===== src/rtl/ssp_pkg.sv =====
// ----------------------------------------------------------------------------
// Square spiral position package
// Shared types, widths and defaults for the spiral position block.
// ----------------------------------------------------------------------------
package ssp_pkg;

    // Field widths of the stream items
    localparam int unsigned COORD_W = 32;
    localparam int unsigned INDEX_W = 16;

    // Packed stream widths, padded to whole bytes
    localparam int unsigned IN_TDATA_W  = 112;
    localparam int unsigned OUT_TDATA_W = 96;

    // Parameter defaults
    localparam int unsigned MAX_INDEX_DEF = 65535;
    localparam int unsigned FRAC_BITS_DEF = 16;

    // Controller states
    typedef enum logic [0:0] {
        ST_IDLE = 1'b0,
        ST_RUN  = 1'b1
    } t_state;

    // Commands from controller to datapath
    typedef struct packed {
        logic load;   // capture input item, clear walk
        logic step;   // advance one unit step
        logic emit;   // load result register
    } t_cmd;

    // Status from datapath to controller
    typedef struct packed {
        logic done;   // all steps of the item taken
    } t_sts;

endpackage


===== src/rtl/square_spiral_position_top.sv =====
// ----------------------------------------------------------------------------
// The spiral walk takes one unit step per cycle through the datapath step
//   counter. A new item is accepted only once the last one has been handed to
//   the output register; the next item is accepted while that finished result
//   still waits in the output register. Reset (i_rst_n low, synchronous) drops
//   any item in flight and clears the output valid; the block then stands ready
//   for an item.
// ----------------------------------------------------------------------------
// Square spiral position, top level
// Returns the start position moved n unit steps along a square spiral in x-z.
// ----------------------------------------------------------------------------
module square_spiral_position_top #(
    parameter int unsigned MAX_INDEX = ssp_pkg::MAX_INDEX_DEF,
    parameter int unsigned FRAC_BITS = ssp_pkg::FRAC_BITS_DEF
) (
    input  logic                               i_clk,
    input  logic                               i_rst_n,
    // Input item stream
    input  logic                               i_s_axis_tvalid,
    output logic                               o_s_axis_tready,
    // tdata, low bit up: start_x[31:0], start_y[63:32], start_z[95:64],
    //   spiral_index[111:96]
    input  logic [ssp_pkg::IN_TDATA_W-1:0]     i_s_axis_tdata,
    // Result item stream
    output logic                               o_m_axis_tvalid,
    input  logic                               i_m_axis_tready,
    // tdata, low bit up: pos_x[31:0], pos_y[63:32], pos_z[95:64]
    output logic [ssp_pkg::OUT_TDATA_W-1:0]    o_m_axis_tdata
);

    localparam int unsigned CW = ssp_pkg::COORD_W;

    ssp_pkg::t_cmd       cmd;
    ssp_pkg::t_sts       sts;
    logic signed [CW-1:0] pos_x, pos_y, pos_z;

    // Controller: accept, step until the walk is done, hand off to the output
    ssp_ctrl u_ctrl (
        .i_clk     (i_clk),
        .i_rst_n   (i_rst_n),
        .i_s_valid (i_s_axis_tvalid),
        .o_s_ready (o_s_axis_tready),
        .o_m_valid (o_m_axis_tvalid),
        .i_m_ready (i_m_axis_tready),
        .i_sts     (sts),
        .o_cmd     (cmd)
    );

    // Datapath: capture the item fields, walk the spiral, saturate into the result register
    ssp_dpath #(
        .MAX_INDEX (MAX_INDEX),
        .FRAC_BITS (FRAC_BITS)
    ) u_dpath (
        .i_clk          (i_clk),
        .i_cmd          (cmd),
        .o_sts          (sts),
        .i_start_x      (i_s_axis_tdata[CW-1:0]),
        .i_start_y      (i_s_axis_tdata[2*CW-1:CW]),
        .i_start_z      (i_s_axis_tdata[3*CW-1:2*CW]),
        .i_spiral_index (i_s_axis_tdata[3*CW+ssp_pkg::INDEX_W-1:3*CW]),
        .o_pos_x        (pos_x),
        .o_pos_y        (pos_y),
        .o_pos_z        (pos_z)
    );

    // Pack the result fields, x lowest
    assign o_m_axis_tdata = {pos_z, pos_y, pos_x};

    // An accepted item keeps the input side closed in the following cycle
    a_busy_after_accept: assert property (
        @(posedge i_clk) disable iff (!i_rst_n)
        (i_s_axis_tvalid && o_s_axis_tready) |=> !o_s_axis_tready
    ) else $error("input accepted again right after an accept");

    // A zero-step item with a free output shows its result once ST_RUN has emitted it into the output register
    a_zero_index_result: assert property (
        @(posedge i_clk) disable iff (!i_rst_n)
        (i_s_axis_tvalid && o_s_axis_tready && !o_m_axis_tvalid &&
         (i_s_axis_tdata[3*CW+ssp_pkg::INDEX_W-1:3*CW] == '0))
        |=> ##1 o_m_axis_tvalid
    ) else $error("zero-step item did not produce a result in time");

    // The controller loads the result register only while the walk is done
    a_emit_when_done: assert property (
        @(posedge i_clk) disable iff (!i_rst_n)
        cmd.emit |-> (sts.done && !cmd.step && !cmd.load)
    ) else $error("result loaded before the walk finished");

endmodule


===== src/rtl/ssp_ctrl.sv =====
// ----------------------------------------------------------------------------
// Square spiral controller
// Sequences accept, stepping and result hand-off; owns the output valid.
// ----------------------------------------------------------------------------
module ssp_ctrl (
    input  logic          i_clk,
    input  logic          i_rst_n,
    input  logic          i_s_valid,
    output logic          o_s_ready,
    output logic          o_m_valid,
    input  logic          i_m_ready,
    input  ssp_pkg::t_sts i_sts,
    output ssp_pkg::t_cmd o_cmd
);

    ssp_pkg::t_state r_state;
    ssp_pkg::t_state n_state;
    logic            r_out_valid;
    logic            n_out_valid;
    logic            out_free;

    assign out_free  = !r_out_valid || i_m_ready;
    assign o_m_valid = r_out_valid;

    always_ff @(posedge i_clk) begin
        if (!i_rst_n) begin
            r_state     <= ssp_pkg::ST_IDLE;
            r_out_valid <= 1'b0;
        end else begin
            r_state     <= n_state;
            r_out_valid <= n_out_valid;
        end
    end

    always_comb begin
        n_state    = r_state;
        o_s_ready  = 1'b0;
        o_cmd      = '0;
        case (r_state)
            ssp_pkg::ST_IDLE: begin
                o_s_ready = 1'b1;
                if (i_s_valid) begin
                    o_cmd.load = 1'b1;
                    n_state    = ssp_pkg::ST_RUN;
                end
            end
            ssp_pkg::ST_RUN: begin
                if (i_sts.done) begin
                    // hold until the result register can take the item
                    if (out_free) begin
                        o_cmd.emit = 1'b1;
                        n_state    = ssp_pkg::ST_IDLE;
                    end
                end else begin
                    o_cmd.step = 1'b1;
                end
            end
            default: begin
                n_state = ssp_pkg::ST_IDLE;
            end
        endcase
    end

    always_comb begin
        n_out_valid = r_out_valid;
        if (o_cmd.emit) begin
            n_out_valid = 1'b1;
        end else if (i_m_ready) begin
            n_out_valid = 1'b0;
        end
    end

endmodule


===== src/rtl/ssp_dpath.sv =====
// ----------------------------------------------------------------------------
// Square spiral datapath
// Walks the spiral one unit step per cycle while the step command is high and forms the result, x and z saturated.
// ----------------------------------------------------------------------------
module ssp_dpath #(
    parameter int unsigned MAX_INDEX = ssp_pkg::MAX_INDEX_DEF,
    parameter int unsigned FRAC_BITS = ssp_pkg::FRAC_BITS_DEF
) (
    input  logic                                 i_clk,
    input  ssp_pkg::t_cmd                        i_cmd,
    output ssp_pkg::t_sts                        o_sts,
    input  logic signed [ssp_pkg::COORD_W-1:0]   i_start_x,
    input  logic signed [ssp_pkg::COORD_W-1:0]   i_start_y,
    input  logic signed [ssp_pkg::COORD_W-1:0]   i_start_z,
    input  logic        [ssp_pkg::INDEX_W-1:0]   i_spiral_index,
    output logic signed [ssp_pkg::COORD_W-1:0]   o_pos_x,
    output logic signed [ssp_pkg::COORD_W-1:0]   o_pos_y,
    output logic signed [ssp_pkg::COORD_W-1:0]   o_pos_z
);

    localparam int unsigned IDX_W = $clog2(MAX_INDEX + 1);
    localparam int unsigned CNT_W = IDX_W + 2;
    localparam int unsigned D_W   = IDX_W + 1;
    localparam int unsigned SUM_W = (D_W + FRAC_BITS > ssp_pkg::COORD_W)
                                  ? D_W + FRAC_BITS + 2 : ssp_pkg::COORD_W + 2;
    localparam logic signed [SUM_W-1:0] SAT_MAX =
        SUM_W'(signed'({1'b0, {(ssp_pkg::COORD_W-1){1'b1}}}));
    localparam logic signed [SUM_W-1:0] SAT_MIN =
        SUM_W'(signed'({1'b1, {(ssp_pkg::COORD_W-1){1'b0}}}));

    // Unit direction in the x-z plane
    typedef enum logic [1:0] {
        DIR_PZ = 2'd0,
        DIR_PX = 2'd1,
        DIR_MZ = 2'd2,
        DIR_MX = 2'd3
    } t_dir;

    logic signed [ssp_pkg::COORD_W-1:0] r_sx, r_sy, r_sz;
    logic        [IDX_W-1:0]            r_n;
    logic        [CNT_W-1:0]            r_i, n_i;
    logic        [CNT_W-1:0]            r_turn_at, n_turn_at;
    logic        [CNT_W-1:0]            r_flip_at, n_flip_at;
    logic        [CNT_W-1:0]            r_run, n_run;
    t_dir                               r_dir, n_dir, flip_dir;
    logic signed [D_W-1:0]              r_dx, n_dx, r_dz, n_dz;
    logic        [IDX_W-1:0]            load_n;
    logic signed [SUM_W-1:0]            sum_x, sum_z;
    logic signed [ssp_pkg::COORD_W-1:0] sat_x, sat_z;

    // Clamp the index to the configured maximum
    always_comb begin
        if (32'(i_spiral_index) > 32'(MAX_INDEX)) begin
            load_n = IDX_W'(MAX_INDEX);
        end else begin
            load_n = IDX_W'(i_spiral_index);
        end
    end

    assign o_sts.done = (r_i == CNT_W'(r_n));

    // One unit step: move, then reverse on a flip index, then rotate on a turn index
    always_comb begin
        n_i       = r_i + CNT_W'(1);
        n_dx      = r_dx;
        n_dz      = r_dz;
        n_run     = r_run;
        n_flip_at = r_flip_at;
        n_turn_at = r_turn_at;
        case (r_dir)
            DIR_PZ:  n_dz = r_dz + D_W'(1);
            DIR_PX:  n_dx = r_dx + D_W'(1);
            DIR_MZ:  n_dz = r_dz - D_W'(1);
            DIR_MX:  n_dx = r_dx - D_W'(1);
            default: n_dz = r_dz;
        endcase
        flip_dir = r_dir;
        if (n_i == r_flip_at) begin
            flip_dir  = t_dir'(r_dir + 2'd2);
            n_run     = r_run + CNT_W'(1);
            n_flip_at = r_flip_at + (n_run << 1);
        end
        n_dir = flip_dir;
        if (n_i == r_turn_at) begin
            case (flip_dir)
                DIR_PZ:  n_dir = DIR_PX;
                DIR_PX:  n_dir = DIR_PZ;
                DIR_MZ:  n_dir = DIR_MX;
                DIR_MX:  n_dir = DIR_MZ;
                default: n_dir = DIR_PZ;
            endcase
            n_turn_at = r_turn_at + n_run;
        end
    end

    always_ff @(posedge i_clk) begin
        if (i_cmd.load) begin
            r_sx      <= i_start_x;
            r_sy      <= i_start_y;
            r_sz      <= i_start_z;
            r_n       <= load_n;
            r_i       <= '0;
            r_dx      <= '0;
            r_dz      <= '0;
            r_dir     <= DIR_PZ;
            r_run     <= CNT_W'(1);
            r_turn_at <= CNT_W'(1);
            r_flip_at <= CNT_W'(2);
        end else if (i_cmd.step) begin
            r_i       <= n_i;
            r_dx      <= n_dx;
            r_dz      <= n_dz;
            r_dir     <= n_dir;
            r_run     <= n_run;
            r_turn_at <= n_turn_at;
            r_flip_at <= n_flip_at;
        end
    end

    // Scale the offset to fixed point, add, clamp
    assign sum_x = SUM_W'(r_sx) + (SUM_W'(r_dx) <<< FRAC_BITS);
    assign sum_z = SUM_W'(r_sz) + (SUM_W'(r_dz) <<< FRAC_BITS);

    always_comb begin
        if (sum_x > SAT_MAX) begin
            sat_x = SAT_MAX[ssp_pkg::COORD_W-1:0];
        end else if (sum_x < SAT_MIN) begin
            sat_x = SAT_MIN[ssp_pkg::COORD_W-1:0];
        end else begin
            sat_x = sum_x[ssp_pkg::COORD_W-1:0];
        end
        if (sum_z > SAT_MAX) begin
            sat_z = SAT_MAX[ssp_pkg::COORD_W-1:0];
        end else if (sum_z < SAT_MIN) begin
            sat_z = SAT_MIN[ssp_pkg::COORD_W-1:0];
        end else begin
            sat_z = sum_z[ssp_pkg::COORD_W-1:0];
        end
    end

    always_ff @(posedge i_clk) begin
        if (i_cmd.emit) begin
            o_pos_x <= sat_x;
            o_pos_y <= r_sy;
            o_pos_z <= sat_z;
        end
    end

endmodule

===== config.mk =====
export PLATFORM = sky130hd
export DESIGN_NAME = square_spiral_position_top
export DESIGN_NICKNAME = d
export VERILOG_FILES = /design/src/rtl/ssp_pkg.sv /design/src/rtl/square_spiral_position_top.sv /design/src/rtl/ssp_ctrl.sv /design/src/rtl/ssp_dpath.sv
export SDC_FILE = /design/constraint.sdc
export NUM_CORES = 1
export LEC_CHECK = 0
export BUFFER_PORTS_ARGS = -buffer_cell sky130_fd_sc_hd__clkbuf_2
export CORE_AREA = 3 3 185 187
export DETAILED_ROUTE_END_ITERATION = 16
export DIE_AREA = 0 0 188 190
export PLACE_DENSITY = 0.86
export SLEW_MARGIN = 0
export SYNTH_ARGS = -nofsm -noshare
export SYNTH_HDL_FRONTEND = slang
export SYNTH_SLANG_ARGS = --single-unit

===== constraint.sdc =====
create_clock -name i_clk -period 5.48 [get_ports i_clk]
set_input_delay 1.096 -clock i_clk [delete_from_list [all_inputs] [get_ports i_clk]]
set_output_delay 1.096 -clock i_clk [all_outputs]
set_load 0.01 [all_outputs]

==> flow_summary.yaml, run 1 <==
logic_synthesis:
  synth.avg_cell_area_um2: 10.4
  ys_ff_latch: 317
  netlist_area_um2: 17200
  synthTopCellsByCount: "208 x edfxtp_1, 158 x nand2_1, 134 x a21oi_1"
  synth_edf_count: 208
  syn_nets: 1868
  yosysWarnings: 0
  yosysTopAreaCellShare_pct: 36.3
  yosysMostFrequentCell: "edfxtp_1"
  synth_cell_types: 84
  yosys-top-cells-area: "edfxtp_1 36%, dfxtp_1 13%, ha_1 7.2%, xnor2_1 5.8%, a21oi_1 3.9%"
  netlist_instances: 1647
  synth_area_leader_cell: "edfxtp_1"
  synthFlopType: "edfxtp_1"
  synthArstFlopShare_pct: 0
  seq_area_frac_synth_pct: 49.0
floorplan:
  core_area_um2: 32600
  io_pins: 214
  fp.dieW_um: 188
  die_y_um: 190
  dieArea_um2: 35700
  initial_utilization_pct: 52.7
  rows: 66
routing:
  drt.antenna.violating_nets: 0
  drt_iter0_markers: 1150
  wl_per_cell_um: 19.4
  wl_met3_um: 2670
  num_vias: 13700
  drt_pass1_iterations: 6
  drc_errors: 0
  drt-met1-wl_um: 17900
  wl_um: 45300
  vias_per_cell: 5.87
  wl_met2_um: 23100
  route.top_layer_used: "met4"
grt:
  grt_max_degree: 94
  track_usage_pct: 24.3
  grt_antenna_before_repair: 0
  grt_pass1_vias: 13300
  grt_pass1_wl_um: 70200
  gr-total-overflow: 0
power_and_ir_drop:
  power.density_nw_per_um2: 323
  leakage_nw: 8.43
  netSwitchingPower_mw: 1.81
  power.share.combinational_pct: 20.2
  ir_drop_v: 0.000240
  internal_power_mw: 4.70
  clock_power_share_pct: 36.3
  p_seq_share_pct: 43.5
  switching_share_pct: 27.7
timing:
  slew_headroom_pct: 25.4
  fin_crit_sh_pct: 95.2
  final.setup_skew_ns: 0.0268
  slew_violations: 0
  fmax_mhz: 192
  tightest_slew_ns: 1.12
  hold_violations: 0
  fin_crit_ns: 5.21
  fin_tns_setup_ns: 0
  finalSetupViolCount: 0
setup_path:
  reg2reg_slack_ns: 0.27
  critical_path.endpoint_type: "flip-flop"
  r2r_cells: 23
  r2r_end: "u_dpath.r_turn_at[17]"
  path_class: "flip-flop to flip-flop"
  critPathMaxFanout: 8
  cp_data_required_time_ns: 5.89
  critPathCapture: "u_dpath.r_turn_at[17]"
  crit_arrival_ns: 5.63
  worstSetupStartpointType: "flip-flop"
  cp-startpoint: "u_dpath.r_i[1]"
  reg2reg_from: "u_dpath.r_i[1]"
placed_design:
  port_buffers: 213
  gp_congestion: 0.944
  hpwl_um: 31800
  place_area_um2: 18800
cells_and_area:
  design_area_um2: 20200
  nets: 2087
  final_layout_size_suffix_gt1_share_pct: 19.1
  area_growth_syn_to_layout_pct: 17.3
  insertedDiodeCount: 0
cts:
  clock_latency_ns: 0.54
  cts-root-buf: "clkbuf_16"
  postCtsHoldBufs: 0
  cts_tree: "yes"
  cts_buffer_depth: 3
  cts.sinks: 317
  cts.clk_slew.worst_paths_ns: 0.06
  cts_buffers: 35
  htree_levels: 2
status:
  status: "finished clean"
run:
  maxCapViolCount: 0
worst_hold_path:
  hp-class: "flip-flop to flip-flop"
-- power by group through the flow --
| stage | Sequential (mW) | Clock (mW) | Combinational (mW) |
|---|---|---|---|
| after detailed placement | 2.87 | 0 | 1.23 |
| after global routing | 2.84 | 2.49 | 1.45 |
| after CTS | 2.83 | 2.39 | 1.26 |
| final | 2.83 | 2.36 | 1.31 |
| after global placement | 2.87 | 0 | 1.16 |
| after floorplan | 2.84 | 0 | 0.958 |
-- metrics by stage --
step	utilization (%)	power (mW)	cells	worst slack (ns)	hold slack, ns
CTS	61.2	6.48	2320	0.0387	0.406
floorplan	-	3.80	1647	0.142	0.400
finish	61.9	6.51	2333	0.266	0.410
global placement	57.6	4.03	2258	0.107	0.400
global route	61.9	6.78	2333	-0.0188	0.414
detailed placement	57.6	4.10	2258	-0.0570	0.405
-- sequential cells by signal, summed over array words and instances, names as in the netlist --
| signal | count |
|---|---|
| u_dpath.r_turn_at | 18 |
| u_dpath.r_n | 16 |
| u_dpath.o_pos_z | 32 |
| u_dpath.r_dir | 2 |
| u_dpath.r_sz | 32 |
| u_dpath.o_pos_y | 32 |
| u_dpath.r_i | 18 |
| u_dpath.r_dz | 17 |
| u_ctrl.o_m_valid | 1 |
| u_dpath.r_flip_at | 17 |
| u_dpath.r_dx | 17 |
| u_dpath.o_pos_x | 32 |
| u_dpath.r_run | 18 |
| u_dpath.r_sx | 32 |
| u_dpath.r_sy | 32 |
| u_ctrl.r_state | 1 |
-- per-layer routing --
layer	GRT usage [%]	up-vias
li1	-	6420
met1	30.4	6649
met2	43.2	508
met3	3.48	125
met4	8.74	0
met5	0	-
-- worst max-delay path, cell delays in order, from the launching register on --
cell	delay, ns
dfxtp_1	0.33
buf_4	0.16
nand4_4	0.17
buf_4	0.15
buf_4	0.11
or4b_2	0.13
nand2_1	0.08
a2111o_1	0.43
or4_4	0.51
a2111oi_4	0.30
clkbuf_16	0.22
clkbuf_2	0.15
nand2_1	0.08
xnor2_1	0.14
ha_1	0.36
o21ai_0	0.11
nor2_2	0.20
o41ai_4	0.10
a211oi_2	0.34
o31ai_2	0.13
o21a_1	0.21
and4b_1	0.22
a2111oi_2	0.32
o311ai_1	0.14
-- cells in the final DEF (no fill, tap or decap), drive strengths merged, types with 6 or more instances in the layout --
cell,instances
nand3b,6
xor2,67
clkinv,8
nand3,46
o21bai,7
nor3,34
nor2b,11
o21ai,60
fa,6
o2111ai,6
or3,24
o31ai,10
and3,23
a21oi,134
o21a,11
xnor2,114
inv,58
mux2i,12
a31o,7
o211ai,8
a21o,54
nand2,158
buf,40
and4,6
nand2b,16
a31oi,11
a211oi,17
a211o,10
ha,99
clkbuf,264
dfxtp,109
nor2,117
and2,17
edfxtp,208
nor4,17
nand4,23
-- how the worst min path moves through the flow --
| stage | from | endpoint | slack (ns) | depth (start not counted) |
|---|---|---|---|---|
| 6_report | u_dpath.r_sy[5] | u_dpath.o_pos_y[5] | 0.41 | 0 |
| 5_1_grt | u_dpath.r_sy[5] | u_dpath.o_pos_y[5] | 0.41 | 0 |
| 4_1_cts | u_dpath.r_sy[5] | u_dpath.o_pos_y[5] | 0.41 | 0 |
| 3_5_place_dp | u_dpath.r_sy[10] | u_dpath.o_pos_y[10] | 0.40 | 0 |
| 3_3_place_gp | u_dpath.r_sy[10] | u_dpath.o_pos_y[10] | 0.40 | 0 |
| 2_1_floorplan | u_dpath.r_sy[0] | u_dpath.o_pos_y[0] | 0.40 | 0 |
-- what timing repair did --
action / CTS / global route
pin swaps: 0 / 13
buffers inserted: 0 / 12
resized for setup: 3 / 28
cloned: 0 / 1
endpoints found under the setup margin: 1 / 5
hold endpoints to repair: 0 / 0
-- final cells by class --
type	count	area [um^2]
fillers	2428	12400
flip-flops and latches	317	8440
multi-input cells	1199	8350
repair buffers	256	1450
clock buffers	48	976
well taps	442	553
inverters	57	219
clock inverters	14	185
-- logic make-up (layout without fill, tap and decap cells) --
logic type               after synthesis  count (layout)  synth area share (%)
flip-flops                           317             317                  49.0
buffers and inverters                131             375                  3.15
multiplexers                          15              15                 0.895
AND/OR/NAND/NOR                      521             521                  15.2
adder cells (fa/ha/maj)              106             106                  7.96
AO/OA/AOI/OAI                        370             370                  13.8
XOR/XNOR                             187             187                  10.0
Power figures use the tool's default switching activity.
==> run 2: changes to the inputs <==
CORE_AREA = 3 3 212 214   (was 3 3 185 187)
DIE_AREA = 0 0 215 217   (was 0 0 188 190)
PLACE_DENSITY = 0.7   (was 0.86)
==> run 2 against run 1 <==
Net effect:
- wire length shrank 5.2%
- die area increased by 31%
- sequential power about the same
- count of clock-buffer cells in the layout unchanged
- critical path type unchanged
- via count is 4.8% lower
- worst hold slack better by 0.0078 ns
- global-route usage is 6.6 points lower
- combinational power down 5%
- cell count grew 6.4%
- non-clock buffer count rose by 3
- sequential share of layout area fell by 0.32 points
- highest routed layer unchanged
- cell area grew 0.63%
==> flow_summary.yaml, run 2 (synthesis gave the netlist of run 1 again) <==
setup_path:
  path_class: "flip-flop to flip-flop"
  critical_path.top_delay_family: "compound AO/OA/AOI/OAI gates"
  critPathMaxFanout: 7
  crit_arrival_ns: 5.64
  crit_cells: 18
  slowest_stage: "or4_4"
  worstSetupStartpointType: "flip-flop"
  worstPathCellList: "nand4_4 -> nor4_4 -> buf_4 -> xnor3_1 -> nand4_1 -> or4_4 -> a2111oi_4 -> mux2_2 -> ha_1 -> a211oi_1 -> nor2_1 -> o41ai_2 -> a211oi_2 -> o31ai_2 -> o21ai_1 -> nor4b_1 -> a2111oi_0 -> o311ai_1"
  cp_data_required_time_ns: 5.92
  r2r_cells: 18
  worst-path-buf-inv: 1
  cpPeakStageDelay_ns: 0.56
  critical_path.endpoint_type: "flip-flop"
timing:
  rsz0062_at_grt: "false"
  fin_crit_ns: 5.20
  slew_violations: 0
  final.setup_skew_ns: 0.0188
  fin_tns_setup_ns: 0
  fin_crit_sh_pct: 94.9
  finalSetupViolCount: 0
  hold_violations: 0
  timing.final.ws_setup_ns: 0.282
  tightest_slew_ns: 1.04
  fmax_mhz: 192
  slew_headroom_pct: 31.0
cells_and_area:
  final_layout_size_suffix_gt1_share_pct: 18.6
  final_common_cell: "clkbuf_2"
  design_area_um2: 20300
  nets: 2091
  fin_cells: 2482
  insertedDiodeCount: 0
  area_growth_syn_to_layout_pct: 18.0
  fillCellCount: 3945
  final_cell_mix: "213 x clkbuf_2, 208 x edfxtp_1, 158 x nand2_1, 134 x a21oi_1, 116 x nor2_1"
grt:
  grt_antenna_before_repair: 0
  track_usage_pct: 17.8
  gr-total-overflow: 0
  grt_pass1_vias: 12700
  grt_pass1_wl_um: 67200
  grt_max_degree: 110
routing:
  wl_um: 42900
  vias_per_cell: 5.25
  drc_errors: 0
  drt.antenna.violating_nets: 0
  drt_iter0_markers: 718
  drt_pass1_iterations: 5
  num_vias: 13000
  wl_per_cell_um: 17.3
cts:
  cts-root-buf: "clkbuf_16"
  clock_latency_ns: 0.54
  cts_buffer_depth: 3
  cts.clk_slew.worst_paths_ns: 0.06
  htree_levels: 2
  cts_tree: "yes"
  cts_buffers: 36
  cts.sinks: 317
run:
  maxCapViolCount: 0
floorplan:
  dieArea_um2: 46700
  rows: 76
  core_area_um2: 43100
  fp.dieW_um: 215
  initial_utilization_pct: 39.9
  io_pins: 214
  die_y_um: 217
worst_hold_path:
  hold_depth: 0
  hp-class: "flip-flop to flip-flop"
status:
  status: "finished clean"
placed_design:
  placed_cells: 2413
  dpl_worst_slack_ns: -0.137
  hpwl_um: 31500
  gp_congestion: 0.892
  port_buffers: 213
  place_area_um2: 19000
power_and_ir_drop:
  power.density_nw_per_um2: 319
  ir_drop_v: 0.000219
  p_total_mw: 6.48
  leakage_nw: 8.42
## run 2: cell count changes in the layout (fill, tap and decap cells not counted), sizes merged
cell and delta:
inv +1, buf +6, clkbuf -3, clkinvlp -1
clkinv +3
## run 2: path summary, 6_finish.rpt
path	startpoint	endpoint	slack, ns
hold / removal	u_dpath.r_sy[8]	u_dpath.o_pos_y[8]	0.42
setup / recovery	u_dpath.r_i[2]	u_dpath.r_turn_at[17]	0.28
setup reg to reg	u_dpath.r_i[2]	u_dpath.r_turn_at[17]	0.28
hold reg to reg	u_dpath.r_sy[8]	u_dpath.o_pos_y[8]	0.42
## run 2: metrics by stage
step                hold WS [ns]  utilization, %
global route               0.422            47.1
floorplan                  0.400               -
global placement           0.401            44.2
CTS                        0.414            47.0
detailed placement         0.405            44.2
finish                     0.418            47.1
## run 2: report_power, final
| group | internal [mW] | total, mW | switching (mW) | leakage (nW) |
|---|---|---|---|---|
| combinational | 0.547 | 1.24 | 0.691 | 5.03 |
| clock | 1.45 | 2.41 | 0.960 | 0.584 |
| sequential | 2.73 | 2.83 | 0.0932 | 2.81 |
| total | 4.73 | 6.48 | 1.74 | 8.42 |
## run 2: routing by layer
| layer | up-vias | GRT usage, % | routed length (um) |
|---|---|---|---|
| li1 | 6419 | - | - |
| met1 | 6198 | 22.6 | 18400 |
| met2 | 323 | 30.0 | 20600 |
| met3 | 102 | 2.78 | 2060 |
| met4 | 0 | 7.91 | 1850 |
| met5 | - | 0 | 0 |
## run 2: final cells by class
cell class | instances | area (um^2) | share of cell area [%]
Tap cell | 585 | 732 | 3.60
Clock buffer | 48 | 1020 | 5.02
Inverter | 57 | 221 | 1.09
Timing Repair Buffer | 259 | 1430 | 7.02
Clock inverter | 17 | 173 | 0.850
Multi-Input combinational cell | 1199 | 8310 | 40.9
Sequential cell | 317 | 8430 | 41.5
## run 2: what timing repair did
| item | CTS | global route |
|---|---|---|
| pin swaps | 0 | 2 |
| hold buffers | 0 | 0 |
| endpoints found under the setup margin | 1 | 4 |
| buffers inserted | 0 | 3 |
| cloned | 0 | 1 |
| gates resized for setup | 3 | 8 |
